$ cat src/hdl/lsps_pkg.sv
// Shared types and constants for the leftmost-sparsest pivot search block.
package lsps_pkg;

    // Fixed field widths of the streaming interface
    localparam int ColBits    = 12;
    localparam int RowBits    = 16;
    localparam int WeightBits = 13;
    localparam int NumColBits = 13;
    localparam int CountBits  = 13;

    // Weight saturation value and the reset value of the running minimum
    localparam logic [WeightBits-1:0] WeightMax = '1;
    localparam logic [ColBits-1:0]    MinReset  = '1;
    localparam logic [NumColBits-1:0] NumColReset = 13'd4096;

    // Summary of one finished row, handed from the accumulator to the table stage
    typedef struct packed {
        logic [RowBits-1:0]    row;
        logic [ColBits-1:0]    min_col;
        logic [WeightBits-1:0] weight;
        logic                  was_empty;
        logic                  err;
    } t_row_end;

    // One result transaction
    typedef struct packed {
        logic [RowBits-1:0]   done_row;
        logic [ColBits-1:0]   pivot_column;
        logic                 row_was_empty;
        logic                 accepted;
        logic                 displaced_valid;
        logic [RowBits-1:0]   displaced_row;
        logic [CountBits-1:0] pivot_total;
        logic                 column_error;
    } t_result;

endpackage

$ cat src/hdl/lsps_row_acc.sv
// Per-row accumulator: leftmost valid column, entry count and range error.
module lsps_row_acc #(
    parameter int MAX_COLUMNS    = 4096,
    parameter int ROW_INDEX_BITS = 16
) (
    input  logic                            i_clk,
    input  logic                            i_rst_n,
    input  logic                            i_valid,
    input  logic [lsps_pkg::RowBits-1:0]    i_row,
    input  logic [lsps_pkg::ColBits-1:0]    i_col,
    input  logic                            i_empty,
    input  logic                            i_last,
    input  logic [lsps_pkg::NumColBits-1:0] i_num_columns,
    output logic                            o_end_valid,
    output lsps_pkg::t_row_end              o_end
);

    localparam int RW = (ROW_INDEX_BITS < lsps_pkg::RowBits) ? ROW_INDEX_BITS
                                                              : lsps_pkg::RowBits;

    logic [lsps_pkg::ColBits-1:0]    r_min;
    logic [lsps_pkg::WeightBits-1:0] r_weight;
    logic                            r_err;
    logic [lsps_pkg::ColBits-1:0]    n_min;
    logic [lsps_pkg::WeightBits-1:0] n_weight;
    logic                            n_err;
    logic                            w_col_ok;
    logic                            w_end;

    // Fold the current entry into the running row state
    always_comb begin
        w_col_ok = !i_empty
                   && (lsps_pkg::NumColBits'(i_col) < i_num_columns)
                   && (32'(i_col) < MAX_COLUMNS);
        n_min    = (w_col_ok && (r_weight == '0 || i_col < r_min)) ? i_col : r_min;
        n_weight = (w_col_ok && r_weight != lsps_pkg::WeightMax)
                   ? r_weight + lsps_pkg::WeightBits'(1) : r_weight;
        n_err    = r_err | (!i_empty && !w_col_ok);
        w_end    = i_empty || i_last;
    end

    // Row summary, valid with the transaction that ends the row
    always_comb begin
        o_end_valid     = i_valid && w_end;
        o_end.row       = lsps_pkg::RowBits'(i_row[RW-1:0]);
        o_end.min_col   = n_min;
        o_end.weight    = n_weight;
        o_end.was_empty = i_empty || (n_weight == '0);
        o_end.err       = n_err;
    end

    // Running state, cleared at each row end
    always_ff @(posedge i_clk) begin
        if (!i_rst_n) begin
            r_min    <= lsps_pkg::MinReset;
            r_weight <= '0;
            r_err    <= 1'b0;
        end else if (i_valid) begin
            if (w_end) begin
                r_min    <= lsps_pkg::MinReset;
                r_weight <= '0;
                r_err    <= 1'b0;
            end else begin
                r_min    <= n_min;
                r_weight <= n_weight;
                r_err    <= n_err;
            end
        end
    end

endmodule

$ cat config.mk
export PLATFORM = sky130hd
export DESIGN_NAME = lsps_row_acc
export DESIGN_NICKNAME = d
export VERILOG_FILES = /design/src/hdl/lsps_pkg.sv /design/src/hdl/lsps_row_acc.sv
export SDC_FILE = /design/constraint.sdc
export NUM_CORES = 1
export LEC_CHECK = 0
export ABC_AREA = 0
export BUFFER_PORTS_ARGS = -buffer_cell sky130_fd_sc_hd__buf_2
export CAP_MARGIN = 25
export CORE_MARGIN = 2
export CORE_UTILIZATION = 35
export CTS_CLUSTER_SIZE = 10
export DETAILED_ROUTE_END_ITERATION = 10
export GPL_ROUTABILITY_DRIVEN = 0
export GPL_TIMING_DRIVEN = 1
export SETUP_SLACK_MARGIN = 0.5
export SLEW_MARGIN = 20
export SYNTH_ARGS = -nofsm -noshare
export SYNTH_HDL_FRONTEND = slang
export SYNTH_SLANG_ARGS = --single-unit
$ cat constraint.sdc
create_clock -name i_clk -period 6.6 [get_ports i_clk]
set_clock_uncertainty 0.2 [all_clocks]
set_input_delay 0.99 -clock i_clk [delete_from_list [all_inputs] [get_ports i_clk]]
set_output_delay 0.99 -clock i_clk [all_outputs]
set_load 0.03 [all_outputs]
# Word-level counts from Yosys, hierarchy flattened

Index checks and enable logic that the tools add are counted.

Register bits after elaboration: 26
ROM bits: 0
Bits of input ports: 46
Logic and storage cells: 25
Latch bits: 0
Output and inout bits: 44
Memories kept: 0
Memory bits (writable): 0

Eq/ne operators: 1
Shift-type cells: 0
Mux-type cells: 5
Divide/modulo/power cells: 0
Multiply operators: 0
Reduce and logical (&&, ||, !) cells: 12
Bitwise gates (word level): 1
$add $sub $neg: 1
Magnitude comparators: 2

Operator list:

| operator                                       | number |
|---|---|
| zero test 13 bit                               | 2 |
| two-way mux 13 bit                             | 2 |
| two-way mux 12 bit                             | 2 |
| adder 13 x 1 -> 13 bit (second input constant) | 1 |
| < comparator 12 x 13 -> 1 bit                  | 1 |
| inequality test 13 bit (second input constant) | 1 |
| < comparator 12 bit                            | 1 |
| logical AND 1 bit                              | 5 |
| logical OR 1 bit                               | 3 |
| zero test 1 bit                                | 2 |
| two-way mux 1 bit                              | 1 |
| OR 1 bit                                       | 1 |

# Longest topological paths before layout

Depth in word-level cells: 6
Mapped depth: 10
Mapped depth without buffers: 9

# Least setup slack after synthesis

Ideal clock, no wire load.

Kind: input -> output
From: input port i_num_columns[11] in the netlist's numbering
To: output port o_end[1] in the netlist's numbering
Buffers on the path: 0
Data required time: 5.410 ns
Setup slack: 2.041 ns
Cell stages on the path: 9
Arrival: 3.369 ns
Path through: inv_1 > ha_1 > and3_4 > a221oi_2 > o211ai_2 > nor3_2 > xor2_1 > a211oi_1 > a41o_1

RTL lines:

| element     | line               | RTL |
|---|---|---|
| from (decl) | lsps_row_acc.sv:13 | `input logic [lsps_pkg::NumColBits-1:0] i_num_columns,` |
| to (decl)   | lsps_row_acc.sv:15 | `output lsps_pkg::t_row_end o_end` |

==> results summary <==
The die span in y is 88.5 µm. The largest voltage drop on the vdd net came out at roughly 120 µV. The global route total overflow came out at 0. The power density normalized to cell area is 139 nW/µm². The global-route wire length before repair is roughly 10,000 µm. The highest clock rate came out at about 200 MHz. The area growth from synthesis to layout is 9.82%. The final routed wirelength across all metal layers came out at 6480 µm. The maximum buffer depth of the clock tree is 2. The total of buffers placed on input and output ports is 57. The worst register-to-register path begins at r_min[9].

Counting flops and latches in the post-synthesis netlist gives 26. In the final layout, flip-flops and latches occupy 520 µm². After routing, the total negative slack on setup checks comes to 0 ps. The count of nets left with antenna violations once routing finished came out at 0. The area of the die came out at 7830 µm². The tightest min-delay check is of the reg -> reg type. For this configuration, the core starts out at a cell density of 0.366.

The number of nets handed over by synthesis was 355. The row count came out at 30. The total cell area at the placement stage is 2680 µm². The post-CTS setup repair buffer count is 0. The finished cells cover about 2700 µm². The run finished with clean final reports. At the later pin of the worst-skew pair, clock insertion delay measures 280 ps. The count of final hold-check violations came out at 0. The analysis attributes to cell leakage a power of about 1.3 nW.

At the end of the flow, the number of nets in the layout was 384. The iteration-0 DRC count of the detailed router came out at 104. The completed layout was analyzed and its total power is 382 µW.

The tree is rooted in a clkbuf_8. Measured in cells, the most critical reg-to-reg path has a length of 8. The clock sink count came out at 26.

The number of inserted diodes is 0. The per-instance average area after synthesis came out at 8.76 µm². The number of cells traversed by the worst hold path is 1. The initial antenna violation count is 0. After clock tree synthesis, the clock-pin slew on the worst setup and hold paths is 90 ps.

Across the run, the number of max-cap violations was 0. CTS built an H-tree with a depth of 1. The endpoint of the lowest-slack register-to-register path is r_min[10]. Setup repair after global routing left no endpoint under its margin. Counting I/O delays and the setup requirement, the final critical path takes 4900 ps. In this run the register-to-register setup slack is 3810 ps. The routed wirelength normalized by instance count is 15.8 µm. In the final layout, the multi-input gates occupy around 1600 µm². TritonCTS built the clock tree. The maximum fanout count along the critical path came out at 17.

The instance count of the mapped netlist is 285. For this run, the number of Yosys warnings is 0. Entering global routing, the biggest net connects 22 pins. The proportion of register bits with asynchronous set or reset after synthesis is 0. In this run the worst setup path begins at i_col[11].

Leaving out fill and tap cells, the most frequent cell in the layout is buf_2. The number of global-route vias before repair is 2,166. The count of vias placed by the detailed router came out at between 2,000 and 2,500.

STA puts the critical path data arrival time at 3710 ps. For this run, the register share of the synthesized area comes to 0.208. STA classifies the critical path startpoint as an input pin. The mean number of vias per cell came out at 5.55. The post-cts sizing count is 0. In this run the most critical hold path is launched from r_err. The core region is 6830 µm².

The mapped cell area is around 2500 µm². The overall die width came out at 88.5 µm. The max-slew violation count is 0.

Yosys mapped a number of flops with a built-in enable equal to 0. The type of element capturing the critical path is an output pin. The transition time at the pin with the least slew margin came out at 859 ps. The HPWL after detailed placement is roughly 5000 µm. In the final layout, the share of cells above drive strength 1 is 0.297.

The worst setup path is of the in -> out kind. The worst relative slew slack came out at 0.427. The number of iterations in the first detailed-routing pass came out at 4. The filler cells instantiated in the layout total 731.

Setup violations remaining at the end of the flow were counted as 0. The total clock buffers created by CTS came out at 3. The number of distinct library cell variants in the gate-level netlist after synthesis is 59. In the finished design, the share of the clock period the worst path needs comes to 0.743. In the synthesized netlist the dominant register cell turns out to be dfxtp_1. The critical path data required time came out at 5410 ps.

The number of remaining DRC errors came out at 0. For this run, the total global-route usage over all layers was measured as 0.168. 90 I/O pins were placed. The worst hold path terminates at r_err.

After clock tree synthesis, the flow added hold-fix buffers numbering 0. In the layout the commonest cells are 58 x buf_2, 28 x inv_1, 26 x dfxtp_1, 24 x ha_1, 13 x o211ai_1.
==> logic make-up (layout without fill, tap and decap cells) <==
logic type               after synthesis  count (layout)  share of synthesized area
AND/OR/NAND/NOR                       72              72                      0.193
XOR/XNOR                              12              12                     0.0421
adder cells (fa/ha/maj)               24              24                      0.120
flip-flops                            26              26                      0.208
buffers and inverters                 63              91                      0.132
AO/OA/AOI/OAI                         74              74                      0.242
multiplexers                          14              14                     0.0626
==> where the power goes <==
| group | switching (mW) | leakage, nW | internal [mW] | total (mW) |
|---|---|---|---|---|
| sequential | 0.00224 | 0.211 | 0.160 | 0.163 |
| combinational | 0.0690 | 1.10 | 0.0412 | 0.110 |
| clock | 0.0551 | 0.0288 | 0.0535 | 0.109 |
==> cell type report <==
type	count	area share
Multi-Input combinational cell	196	0.601
Tap cell	96	0.0438
Inverter	29	0.0397
Sequential cell	26	0.190
Timing Repair Buffer	58	0.106
Clock buffer	4	0.0201
==> worst max path at each step <==
| stage | cells past startpoint | slack [ps] | end |
|---|---|---|---|
| 2_1_floorplan | 9 | 2040 | o_end[1] |
| 5_1_grt | 10 | 1470 | o_end[1] |
| 4_1_cts | 9 | 1700 | o_end[16] |
| 3_5_place_dp | 9 | 1710 | o_end[16] |
| 3_3_place_gp | 9 | 1750 | o_end[25] |
| 6_report | 9 | 1700 | o_end[16] |
==> cells in the mapped netlist, types with 2 or more instances <==
cell type   n  area share
a21o_1      9       0.027
a21oi_1     6       0.012
a22o_1      3       0.011
a22oi_1     9       0.027
and3_2      2      0.0060
and4b_1     2      0.0080
buf_2       5       0.010
buf_4      17       0.051
buf_6       3       0.014
clkbuf_1    9       0.014
dfxtp_1    26        0.21
ha_1       24        0.12
inv_1      28       0.042
mux2_1      3       0.014
mux2_2     10       0.045
nand2_1     8       0.012
nand2b_1    2      0.0050
nand3_1     7       0.014
nand4_1     5       0.013
nor2_1      6      0.0090
nor2b_1    12       0.030
nor3_1      3      0.0060
nor3_2      3       0.012
nor4_1      4       0.010
nor4_2      2       0.010
o2111ai_1  12       0.042
o211a_1     4       0.016
o211ai_1   13       0.039
o21ai_0     5       0.010
or3_1       4       0.010
xnor2_1     2      0.0070
xor2_1     10       0.035
==> stage by stage <==
step                hold WS, ps  instances   util  worst slack (ps)
CTS                         288        408  0.401              1700
global route                328        409  0.401              1470
finish                      282        409  0.401              1700
global placement            252        404  0.393              1750
floorplan                   246        285      -              2040
detailed placement          264        404  0.393              1710
==> critical path, stage by stage <==
cell and delay (ps):
buf_2 120, ha_1 320, and3_4 190, a221oi_2 450
nor2_4 100, nor3_4 540, o21ai_2 390, mux2_1 410
buf_2 180
==> layer usage <==
| metal | routed length [µm] | up-vias | track usage |
|---|---|---|---|
| li1 | - | 1095 | - |
| met1 | 3010 | 1103 | 0.227 |
| met2 | 3060 | 63 | 0.282 |
| met3 | 314 | 8 | 0.0252 |
| met4 | 88 | 0 | 0.0441 |
| met5 | 0 | - | 0 |
==> state kept, by name, summed over array words and instances, names as in the netlist <==
name and flops:
r_err 1, r_min 12, r_weight 13
Power figures use the tool's default switching activity.
