--- src/hdl/lsps_pkg.sv ---
// Shared types and constants for the leftmost-sparsest pivot search block.
package lsps_pkg;

    // Fixed field widths of the streaming interface
    localparam int ColBits    = 12;
    localparam int RowBits    = 16;
    localparam int WeightBits = 13;
    localparam int NumColBits = 13;
    localparam int CountBits  = 13;

    // Weight saturation value and the reset value of the running minimum
    localparam logic [WeightBits-1:0] WeightMax = '1;
    localparam logic [ColBits-1:0]    MinReset  = '1;
    localparam logic [NumColBits-1:0] NumColReset = 13'd4096;

    // Summary of one finished row, handed from the accumulator to the table stage
    typedef struct packed {
        logic [RowBits-1:0]    row;
        logic [ColBits-1:0]    min_col;
        logic [WeightBits-1:0] weight;
        logic                  was_empty;
        logic                  err;
    } t_row_end;

    // One result transaction
    typedef struct packed {
        logic [RowBits-1:0]   done_row;
        logic [ColBits-1:0]   pivot_column;
        logic                 row_was_empty;
        logic                 accepted;
        logic                 displaced_valid;
        logic [RowBits-1:0]   displaced_row;
        logic [CountBits-1:0] pivot_total;
        logic                 column_error;
    } t_result;

endpackage

--- src/hdl/lsps_out_buf.sv ---
// Two-entry result buffer between the table stage and the output channel.
module lsps_out_buf (
    input  logic              i_clk,
    input  logic              i_rst_n,
    input  logic              i_push,
    input  lsps_pkg::t_result i_data,
    input  logic              i_ready,
    output logic              o_valid,
    output lsps_pkg::t_result o_data,
    output logic [1:0]        o_count
);

    lsps_pkg::t_result r_mem [2];
    logic              r_wr_ptr;
    logic              r_rd_ptr;
    logic [1:0]        r_count;
    logic              w_pop;

    assign o_valid = (r_count != 2'd0);
    assign o_data  = r_mem[r_rd_ptr];
    assign o_count = r_count;
    assign w_pop   = o_valid && i_ready;

    // Pointers and fill level
    always_ff @(posedge i_clk) begin
        if (!i_rst_n) begin
            r_wr_ptr <= 1'b0;
            r_rd_ptr <= 1'b0;
            r_count  <= 2'd0;
        end else begin
            if (i_push) begin
                r_wr_ptr <= !r_wr_ptr;
            end
            if (w_pop) begin
                r_rd_ptr <= !r_rd_ptr;
            end
            r_count <= r_count + 2'(i_push) - 2'(w_pop);
        end
    end

    // Entry storage
    always_ff @(posedge i_clk) begin
        if (i_push) begin
            r_mem[r_wr_ptr] <= i_data;
        end
    end

endmodule

--- config.mk ---
export PLATFORM = sky130hd
export DESIGN_NAME = lsps_out_buf
export DESIGN_NICKNAME = d
export VERILOG_FILES = /design/src/hdl/lsps_pkg.sv /design/src/hdl/lsps_out_buf.sv
export SDC_FILE = /design/constraint.sdc
export NUM_CORES = 1
export LEC_CHECK = 0
export BUFFER_PORTS_ARGS = -buffer_cell sky130_fd_sc_hd__buf_2
export CORE_MARGIN = 2
export CORE_UTILIZATION = 55
export CTS_CLUSTER_SIZE = 28
export DETAILED_ROUTE_END_ITERATION = 7
export PLACE_DENSITY = 0.94
export SYNTH_ARGS = -nofsm -noshare
export SYNTH_HDL_FRONTEND = slang
export SYNTH_SLANG_ARGS = --single-unit
export TNS_END_PERCENT = 50
--- constraint.sdc ---
create_clock -name i_clk -period 10.7 [get_ports i_clk]
set_clock_uncertainty 0.2 [all_clocks]
set_input_delay 1.605 -clock i_clk [delete_from_list [all_inputs] [get_ports i_clk]]
set_output_delay 1.605 -clock i_clk [all_outputs]
set_load 0.05 [all_outputs]
### After elaboration in Yosys (flattened, before gate mapping)

Memory sizes are Yosys's and may differ from the RTL's. A register that Yosys moved wholly into a read port is not among the register bits.
Index checks and enable logic that the tools add are counted.

| storage, ports and cells | value |
|---|---|
| register bits after elaboration | 4 |
| RAM bits | 122 |
| input bits | 65 |
| output and inout port bits | 64 |
| logic and storage cells | 14 |
| memories kept | 1 |

Memory list:

| name | depth | bits a word | rd ports | clocked after Yosys merged registers in | write ports | line | source |
|---|---|---|---|---|---|---|---|
| r_mem | 2 | 61 | 1 | 1 | 1 | lsps_out_buf.sv:13 | `lsps_pkg::t_result r_mem [2];` |

| cells by class | value |
|---|---|
| $add $sub $neg | 2 |
| mux-type cells | 4 |
| reduce and logical (&&, ||, !) cells | 4 |

Operators by type and width:

| cell | count |
|---|---|
| $mux 1 | 4 |
| $add 2x1->2 | 1 |
| $logic_not 1->1 | 2 |
| $reduce_bool 2->1 | 1 |
| $sub 2x1->2 | 1 |
| $logic_and 1x1->1 | 1 |

### Logic depth before layout (Yosys ltp)

Gate-level depths: netlist of run 1.

| logic depth | value |
|---|---|
| depth after elaboration | 4 |
| gate-level depth with buffers | 6 |
| depth with buffers taken out | 6 |

### Worst setup path before layout of run 1

Ideal clock, no wire load.

| timing | value |
|---|---|
| kind | input -> register |
| start | in i_push |
| end | mem r_mem[0][0] (netlist name) (enable) |
| setup time | 488 ps |
| arrival time | 4,322 ps |
| data required time | 10,012 ps |
| setup slack | 5,689 ps |
| stages on the path | 1 |
| path buffers | 0 |
| cell sequence | nor2b_1 |

| on the way | value |
|---|---|
| longest elaborated chain between the ends | 2 |

Ends and longest elaborated chain:

| what | line | source |
|---|---|---|
| start, declared | lsps_out_buf.sv:5 | `input logic i_push,` |
| $mux 1 | lsps_out_buf.sv:43 | `if (i_push) begin` |
| $mux 1 (not written as such) | lsps_out_buf.sv:44 | `r_mem[r_wr_ptr] <= i_data;` |
| end, declared | lsps_out_buf.sv:13 |  |

No other way between the ends.

==> results.toml, run 1 <==
[power]
power.leakage_nw = 2.49
p_per_area_nw_per_um2 = 255
ir_worst_vdd_uv = 217

[run_status]
run_status = "finished, final reports clean"

[critical_path]
r2r_cells = 2
cp-start-kind = "flip-flop"
critical_path_class = "reg2out"
endpoint_kind = "output port"
r2r_end = "r_mem[1][32]"
worstPathRequired_ns = 8.90
cp.arrival_ns = 2.21
path_max_fanout = 61
r2r_start = "r_wr_ptr"
rrSetupSlack_ns = 8.57

[clock_tree]
ctsHtreeMaxLevel = 4
clock_path_buffers = 2
numCtsBuffers = 17
clk_latency_ns = 0.49
root_buffer = "clkbuf_8"
cts_sinks = 127
cts_setup_buffers = 0
cts_tree = "built"
cts_hold_buf = 0
clk_pin_slew_worst_paths_ns = 0.06
cts_resized = 0

[sta]
setup_viol = 0
period_share_pct = 37.5
max_freq_mhz = 249
period_needed_ns = 4.01
whs_ns = 0.277
setup_ws_ns = 6.69
relSlewSlack_pct = 24.4
slew_violations = 0
worst_slew_pin_slew_ns = 1.13
final-hold-violation-count = 0
timing.setup.tns_ns = 0
rsz0062_at_grt = "false"

[placed_design]
place_ws_ns = 7.13
io_buffers = 128
gp_congestion = 0.673

[floorplan]
dieWidth_um = 98.8
ios = 129
row_count = 34
core_area_um2 = 8720
die-area_um2 = 9760
initial_core_util_pct = 56.7
die_h_um = 98.8

[routing]
met2_length_mm = 4.01
wl_met1_mm = 3.14
drc = 0
wire_per_inst_um = 16.4
routed.top_layer = "met5"
vias_per_cell = 4.93
drt-initial-drc-count = 113
met3_length_um = 526
ant_nets = 0
firstDrtPassIters = 4
finalWirelength_mm = 7.80
routed-via-count = 2344

[global_route]
grt_pass1_wl_mm = 11.7
grt_pass1_vias = 2373
antenna_found_initial = 2
grt_max_degree = 62
grt_usage_pct = 16.2
overflow = 0

[synth]
synth_nets = 279
ys_seq_elements = 127
yosys.area.top_type_share_pct = 74.1
yosys_warnings = 0
synth_top_area_cell = "edfxtp_1"
yosysSeqAreaShare_pct = 76.1
syn_inst = 212
synthTopCellsByArea = "edfxtp_1 74%, mux2_4 18%, buf_12 2.4%"
synthDistinctLibCells = 16
syn-cell-area_um2 = 4940
synth_area_per_cell_um2 = 23.3

[cells_and_area]
diodes = 0
area_growth_pct = 25.2
finalNetCount = 421
final_layout_size_suffix_gt1_share_pct = 61.6
fin_util_pct = 71.0

[min_path]
min_path_type = "reg2reg"
worstHoldPathCells = 2
min_from = "r_rd_ptr"

[run]
cap_violations = 0
## logic make-up (layout without fill, tap and decap cells)
family	after synthesis	in the layout	synth area share, %
AO/OA/AOI/OAI	2	2	0.304
XOR/XNOR	1	1	0.455
adder cells (fa/ha/maj)	2	2	0.506
buffers and inverters	9	164	2.81
flip-flops	127	127	76.1
multiplexers	63	63	18.9
AND/OR/NAND/NOR	8	8	0.962
## worst max-delay path, stage by stage (launching register included)
cell     delay [ns]
dfxtp_4        1.05
mux2_4         0.36
buf_2          0.21
## synth_stat cells
library cell	n
buf_6	1
o21a_1	2
ha_1	2
inv_1	2
or2_2	1
mux2_2	1
mux2i_1	2
mux2_4	60
and2_1	2
buf_12	6
edfxtp_1	122
nand2b_1	1
xnor3_1	1
nor2b_1	3
dfxtp_1	5
nand2_1	1
## layer usage
metal / GRT usage (%) / up-vias
li1: - / 1118
met1: 19.0 / 1118
met2: 26.9 / 91
met3: 6.45 / 13
met4: 6.85 / 4
met5: 0 / -
## cell usage in the layout, fill, tap and decap left out
cell	netlist	layout
and2_1	2	1
and2_2	0	1
buf_2	0	128
buf_4	0	2
bufinv_16	0	2
clkbuf_1	0	1
clkbuf_16	0	16
clkbuf_8	0	1
clkinv_2	0	1
clkinv_4	0	4
clkinvlp_4	0	3
dfxtp_1	5	4
dfxtp_4	0	1
edfxtp_1	122	122
ha_1	2	2
inv_1	2	2
inv_6	0	4
mux2_2	1	1
mux2_4	60	60
mux2i_1	2	2
nand2_1	1	1
nand2b_1	1	1
nor2b_1	3	2
nor2b_4	0	1
o21a_1	2	2
or2_2	1	1
xnor3_1	1	1
## area by class of cell
cell class	count	area, um^2
clock buffer	18	418
tap	108	135
fill	543	2530
multi-input combinational	76	1050
sequential	127	3770
clock inverter	14	158
timing repair buffer	130	656
inverter	2	7.51
## report_power, final
part | internal, mW | switching (mW) | leakage [nW]
sequential | 0.580 | 0.0467 | 1.19
combinational | 0.153 | 0.256 | 1.03
clock | 0.335 | 0.209 | 0.273
## through the flow
| step | cell area [um^2] | total power, mW | std cells |
|---|---|---|---|
| 2_1_floorplan | 4940 | 0.993 | 212 |
| 3_3_place_gp | 5620 | 1.04 | 443 |
| 3_5_place_dp | 5620 | 1.05 | 443 |
| 4_1_cts | 6190 | 1.59 | 475 |
| 5_1_grt | 6190 | 1.63 | 475 |
| 6_report | 6190 | 1.58 | 475 |
## registers in the layout, summed over array words and instances (netlist names), named ones only
register / cells
r_rd_ptr: 1
r_mem: 122
r_wr_ptr: 1
o_count: 2
## worst max path at each step
| stage | to | startpoint | cells past startpoint | slack (ns) |
|---|---|---|---|---|
| after detailed placement | r_mem[0][40] | i_push | 3 | 7.13 |
| after CTS | o_data[60] | flip-flop | 2 | 6.61 |
| after global placement | r_mem[0][50] | i_push | 3 | 7.15 |
| after global routing | o_data[60] | flip-flop | 2 | 6.55 |
| after floorplan | r_mem[0][0] | i_push | 1 | 5.69 |
| final | o_data[55] | flip-flop | 2 | 6.69 |
Note: power is estimated with default switching activity, not from simulation.
==> run 2: changes to the inputs <==
--- a/config.mk
+++ b/config.mk
@@ -7,10 +7,10 @@
 export LEC_CHECK = 0
 export BUFFER_PORTS_ARGS = -buffer_cell sky130_fd_sc_hd__buf_2
 export CORE_MARGIN = 2
-export CORE_UTILIZATION = 55
+export CORE_UTILIZATION = 52
 export CTS_CLUSTER_SIZE = 28
 export DETAILED_ROUTE_END_ITERATION = 7
-export PLACE_DENSITY = 0.94
+export PLACE_DENSITY = 0.9
 export SYNTH_ARGS = -nofsm -noshare
 export SYNTH_HDL_FRONTEND = slang
 export SYNTH_SLANG_ARGS = --single-unit
==> constraint.sdc (replaced) <==
create_clock -name i_clk -period 3.9 [get_ports i_clk]
set_clock_uncertainty 0.2 [all_clocks]
set_input_delay 0.585 -clock i_clk [delete_from_list [all_inputs] [get_ports i_clk]]
set_output_delay 0.585 -clock i_clk [all_outputs]
set_load 0.05 [all_outputs]
==> run 2 against run 1 <==
  * Cell area about the same
  * Flip-flop and latch count is the same
  * Clock power grew to 2.5 times the previous value
  * Largest cell class unchanged
  * Count of clock-buffer cells in the layout fell by 1
  * Setup slack worse by 5.8 ns
  * Core utilization down 3.9 points
==> results.toml, run 2 (synthesized netlist as in run 1, its figures left out) <==
[run_status]
run_status = "finished, final reports clean"

[routing]
finalWirelength_mm = 7.87
drc = 0
wire_per_inst_um = 15.8
drt-initial-drc-count = 77
routed-via-count = 2376
firstDrtPassIters = 4
ant_nets = 0
vias_per_cell = 4.77

[clock_tree]
numCtsBuffers = 17
cts_hold_buf = 0
cts_sinks = 127
ctsHtreeMaxLevel = 4
clock_path_buffers = 2
cts_resized = 0
clk_pin_slew_worst_paths_ns = 0.06
root_buffer = "clkbuf_8"
cts_tree = "built"
cts_setup_buffers = 0
clk_latency_ns = 0.50

[critical_path]
critPathTopFamily = "flip-flops"
slowest_delay_ns = 0.82
path_max_fanout = 39
rrSetupSlack_ns = 1.98
crit_chain = "buf_4 -> mux2_4 -> buf_2"
r2r_cells = 2
cp_slowest_cell = "dfxtp_4"
r2r_start = "r_wr_ptr"
r2r_end = "r_mem[0][57]"
cp.arrival_ns = 2.26
worstPathRequired_ns = 3.12
cp-start-kind = "flip-flop"
endpoint_kind = "output port"
crit_buf_inv = 2
critical_path_class = "reg2out"

[floorplan]
dieWidth_um = 102
initial_core_util_pct = 53.5
die-area_um2 = 10300
core_area_um2 = 9240
ios = 129
die_h_um = 102
row_count = 35

[global_route]
grt_max_degree = 62
antenna_found_initial = 0
overflow = 0
grt_pass1_vias = 2473
grt_pass1_wl_mm = 12.0
grt_usage_pct = 15.9

[placed_design]
io_buffers = 128
place_ws_ns = 1.34
hpwl_mm = 5.15
gp_congestion = 0.642

[min_path]
holdPathEnd = "r_mem[0][18]"
min_from = "i_data[18]"
worstHoldPathCells = 1
min_path_type = "in2reg"

[sta]
slew_violations = 0
relSlewSlack_pct = 38.9
worst_slew_pin_slew_ns = 0.915
max_freq_mhz = 329
period_needed_ns = 3.04
setup_ws_ns = 0.856
whs_ns = 0.0606
timing.setup.tns_ns = 0
setup_viol = 0
rsz0062_at_grt = "false"
period_share_pct = 78.0
final-hold-violation-count = 0

[cells_and_area]
final_layout_size_suffix_gt1_share_pct = 61.5
diodes = 0
largest_reg_flops = 122
fin_util_pct = 67.1
final_common_cell = "buf_2"
final_cell_mix = "128 x buf_2, 122 x edfxtp_1, 60 x mux2_4, 16 x clkbuf_16"
finalNetCount = 423
top_register = "r_mem"
fillCellCount = 665
area_growth_pct = 25.3

[power]
ir_worst_vdd_uv = 452
power.total_mw = 4.19
power.leakage_nw = 2.47
p_per_area_nw_per_um2 = 677

[run]
cap_violations = 0
run 2: changes by cell type in the layout (fill, tap and decap cells not counted), sizes merged:
cell | previous run | this run
bufinv | 2 | 0
clkinvlp | 3 | 5
clkbuf | 18 | 17
inv | 6 | 7
buf | 130 | 132
run 2: worst max path at each step:
| stage | startpoint | end | slack, ns | cells after the start |
|---|---|---|---|---|
| 6_report | flip-flop | o_data[23] | 0.86 | 3 |
| 5_1_grt | flip-flop | o_data[20] | 0.74 | 3 |
| 4_1_cts | flip-flop | o_data[23] | 0.79 | 3 |
| 3_5_place_dp | flip-flop | o_data[23] | 1.34 | 3 |
| 3_3_place_gp | flip-flop | o_data[19] | 1.38 | 3 |
| 2_1_floorplan | i_push | r_mem[0][0] | 1.06 | 1 |
run 2: where the power goes:
group	internal (mW)	total (mW)	switching, mW	leakage, nW
Clock	0.783	1.36	0.576	0.243
Combinational	0.415	1.15	0.735	1.04
Sequential	1.59	1.68	0.0942	1.19
Total	2.79	4.19	1.41	2.47
run 2: metrics by stage:
step                std cells  cell area [um^2]
finish                    498              6200
global route              498              6200
CTS                       498              6200
detailed placement        466              5670
global placement          466              5670
floorplan                 212              4950
run 2: layout make-up:
| type | count | area [um^2] | area share (%) |
|---|---|---|---|
| inverters | 2 | 7.51 | 0.121 |
| flip-flops and latches | 127 | 3770 | 60.8 |
| repair buffers | 132 | 683 | 11.0 |
| clock buffers | 17 | 414 | 6.68 |
| multi-input cells | 76 | 1050 | 17.0 |
| well taps | 129 | 161 | 2.61 |
| clock inverters | 15 | 111 | 1.80 |
run 2: routing by layer:
metal / up-vias / part of all wire [%] / track usage (%)
met3: 13 / 5.4 / 5.80
li1: 1124 / - / -
met4: 0 / 1.4 / 6.86
met2: 86 / 52 / 26.7
met1: 1153 / 41 / 18.3
met5: - / 0 / 0
run 2: worst register-to-register path: cells and delay by family, from the launching register on:
kind                   cells  cell delay [ns]
flip-flops                 1             0.35
AND/OR/NAND/NOR            1             0.73
buffers and inverters      1             0.32
==> run 3: changes to the inputs <==
--- a/config.mk
+++ b/config.mk
@@ -5,6 +5,7 @@
 export SDC_FILE = /design/constraint.sdc
 export NUM_CORES = 1
 export LEC_CHECK = 0
+export ABC_AREA = 1
 export BUFFER_PORTS_ARGS = -buffer_cell sky130_fd_sc_hd__buf_2
 export CORE_MARGIN = 2
 export CORE_UTILIZATION = 52
==> constraint.sdc (replaced) <==
create_clock -name i_clk -period 3 [get_ports i_clk]
set_clock_uncertainty 0.2 [all_clocks]
set_input_delay 0.45 -clock i_clk [delete_from_list [all_inputs] [get_ports i_clk]]
set_output_delay 0.45 -clock i_clk [all_outputs]
set_load 0.05 [all_outputs]
==> run 3 against run 2 <==
  * Core utilization is 7.8 points higher
  * Cell count up 15%
  * Wire length increased by 16%
  * Combinational power increased by 38%
  * First-iteration DRC count decreased by 12%
  * Global-route usage up 2.7 points
  * Flip-flop and latch count stayed put
  * Synthesized cell count grew 6.1%
  * Count of clock-buffer cells in the layout stayed put
  * Die area hardly changed
==> results.toml, run 3 <==
[run_status]
run_status = "finished, final reports clean"

[sta]
rsz0062_at_grt = "false"
period_needed_ns = 2.62
period_share_pct = 87.2
slew_violations = 0
setup_viol = 0
worst_slew_pin_slew_ns = 0.621
timing.setup.tns_ns = 0
whs_ns = 0.0350
max_freq_mhz = 382
final-hold-violation-count = 0
relSlewSlack_pct = 58.5

[cells_and_area]
finalNetCount = 498
final_common_cell = "buf_2"
seqCellArea_um2 = 3770
area_growth_pct = 40.0
fillCellCount = 549
final_layout_size_suffix_gt1_share_pct = 51.0
largest_reg_flops = 122
final_cell_mix = "128 x buf_2, 122 x edfxtp_1, 62 x dlygate4sd3_1, 60 x mux2_4, 16 x clkbuf_16"
multi_input_area_um2 = 1020
top_register = "r_mem"
diodes = 0
instances_no_fill = 572
fin_util_pct = 74.9

[synth]
synth_top_area_cell = "edfxtp_1"
ys_seq_elements = 127
yosysSeqAreaShare_pct = 76.2
yosys.area_share.simple_pct = 1.49
synthArstFlopShare_pct = 0
synthXorXnorAreaFrac_pct = 0
synth_compound_area_share_pct = 0.101
synth_area_per_cell_um2 = 22.0
synth_most_common_cell = "edfxtp_1"
ys_dominant_reg_cell = "edfxtp_1"
synth_commonest_cells = "122 x edfxtp_1, 60 x mux2_4, 9 x nor2_1"
synth_nets = 292
synthDistinctLibCells = 12
syn-cell-area_um2 = 4940
synth-edff-count = 122
synth_top_family_by_area = "multiplexers"
synthAdderAreaFrac_pct = 0.506
synthMuxAreaShare_pct = 18.5
syn_inst = 225
yosys_warnings = 0
synthTopCellsByArea = "edfxtp_1 74%, mux2_4 18%, buf_12 2.4%"
yosys.area.top_type_share_pct = 74.1

[min_path]
worstHoldPathCells = 3
holdPathEnd = "r_wr_ptr"
min_path_type = "in2reg"
min_from = "i_push"

[power]
power_frac_comb_pct = 27.5
clkPwrFrac_pct = 35.5
p_int_mw = 3.98
sw_frac_of_total_pct = 31.4
p_per_area_nw_per_um2 = 838
power.leakage_nw = 2.81
ir_worst_vdd_uv = 638
p_sw_mw = 1.82
seqPwrFrac_pct = 37.0

[routing]
vias_per_cell = 4.72
drt-initial-drc-count = 68
firstDrtPassIters = 4
drc = 0
wire_per_inst_um = 16.0
routed-via-count = 2698
ant_nets = 0
finalWirelength_mm = 9.13

[critical_path]
path_max_fanout = 16
cp.arrival_ns = 1.97
endpoint_kind = "output port"
r2r_start = "r_wr_ptr"
crit_buf_inv = 2
critPathTopFamily = "buffers and inverters"
slowest_delay_ns = 0.53
critical_path_class = "reg2out"
crit_chain = "buf_4 -> mux2_2 -> buf_2"
rrSetupSlack_ns = 1.18
worstPathRequired_ns = 2.35
cp-start-kind = "flip-flop"
r2r_end = "r_mem[1][49]"
cp_slowest_cell = "dfxtp_4"
r2r_cells = 3

[clock_tree]
clk_latency_ns = 0.49
cts_sinks = 127
cts_setup_buffers = 0
cts_resized = 0
ctsHtreeMaxLevel = 4
clock_path_buffers = 2
numCtsBuffers = 17
clk_pin_slew_worst_paths_ns = 0.06
cts_tree = "built"
root_buffer = "clkbuf_8"
cts_hold_buf = 62

[global_route]
antenna_found_initial = 0
overflow = 0
grt_pass1_wl_mm = 14.0
grt_usage_pct = 18.5
grt_pass1_vias = 2886
grt_max_degree = 57

[placed_design]
dp.cells = 479
io_buffers = 128
hpwl_mm = 5.37
gp_congestion = 0.668

[floorplan]
row_count = 35
initial_core_util_pct = 53.5
die_h_um = 101
core_area_um2 = 9240
dieWidth_um = 101
die-area_um2 = 10300
ios = 129

[run]
cap_violations = 0
[run 3: worst min-delay path, cell delays in order]
cell	delay [ns]
buf_2	0.11
nor2_1	0.05
nor2_1	0.08
[run 3: routing by layer]
metal,routed length (um),global-route usage (%),up-vias
met5,0,0,-
met4,170,7.48,0
met3,470,5.04,15
met2,4950,34.1,104
met1,3540,20.1,1301
li1,-,-,1278
[run 3: cell families after synthesis]
family | count (synthesis)
flip-flops | 127
multiplexers | 61
AND/OR/NAND/NOR | 19
buffers and inverters | 15
adder cells (fa/ha/maj) | 2
AO/OA/AOI/OAI | 1
[run 3: area by class of cell]
| class | count | share of cell area (%) |
|---|---|---|
| clock buffer | 17 | 5.99 |
| clock inverter | 14 | 2.77 |
| inverter | 8 | 0.434 |
| multi-input combinational | 83 | 14.8 |
| sequential | 127 | 54.5 |
| tap | 129 | 2.33 |
| timing repair buffer | 194 | 19.2 |
[run 3: worst max-delay path by stage]
| stage | to | slack [ns] | depth (start not counted) |
|---|---|---|---|
| 4_1_cts | o_data[60] | 0.34 | 3 |
| 6_report | o_data[60] | 0.38 | 3 |
| 5_1_grt | o_data[60] | 0.28 | 3 |
| 3_3_place_gp | o_data[60] | 0.90 | 3 |
| 2_1_floorplan | r_mem[0][0] | 0.32 | 2 |
| 3_5_place_dp | o_data[60] | 0.88 | 3 |
[run 3: metrics by stage]
stage	instance area (um^2)	worst slack (ns)	total power, mW
6_report	6920	0.385	5.80
5_1_grt	6920	0.282	6.01
4_1_cts	6920	0.339	5.83
3_5_place_dp	5690	0.882	3.71
3_3_place_gp	5690	0.900	3.67
2_1_floorplan	4940	0.324	3.49
[run 3: power groups by stage]
| stage | clock (mW) | sequential (mW) | combinational, mW |
|---|---|---|---|
| detailed placement | 0 | 2.18 | 1.53 |
| global placement | 0 | 2.17 | 1.51 |
| CTS | 2.09 | 2.14 | 1.60 |
| floorplan | 0 | 2.18 | 1.31 |
| finish | 2.06 | 2.14 | 1.59 |
| global route | 2.18 | 2.15 | 1.67 |
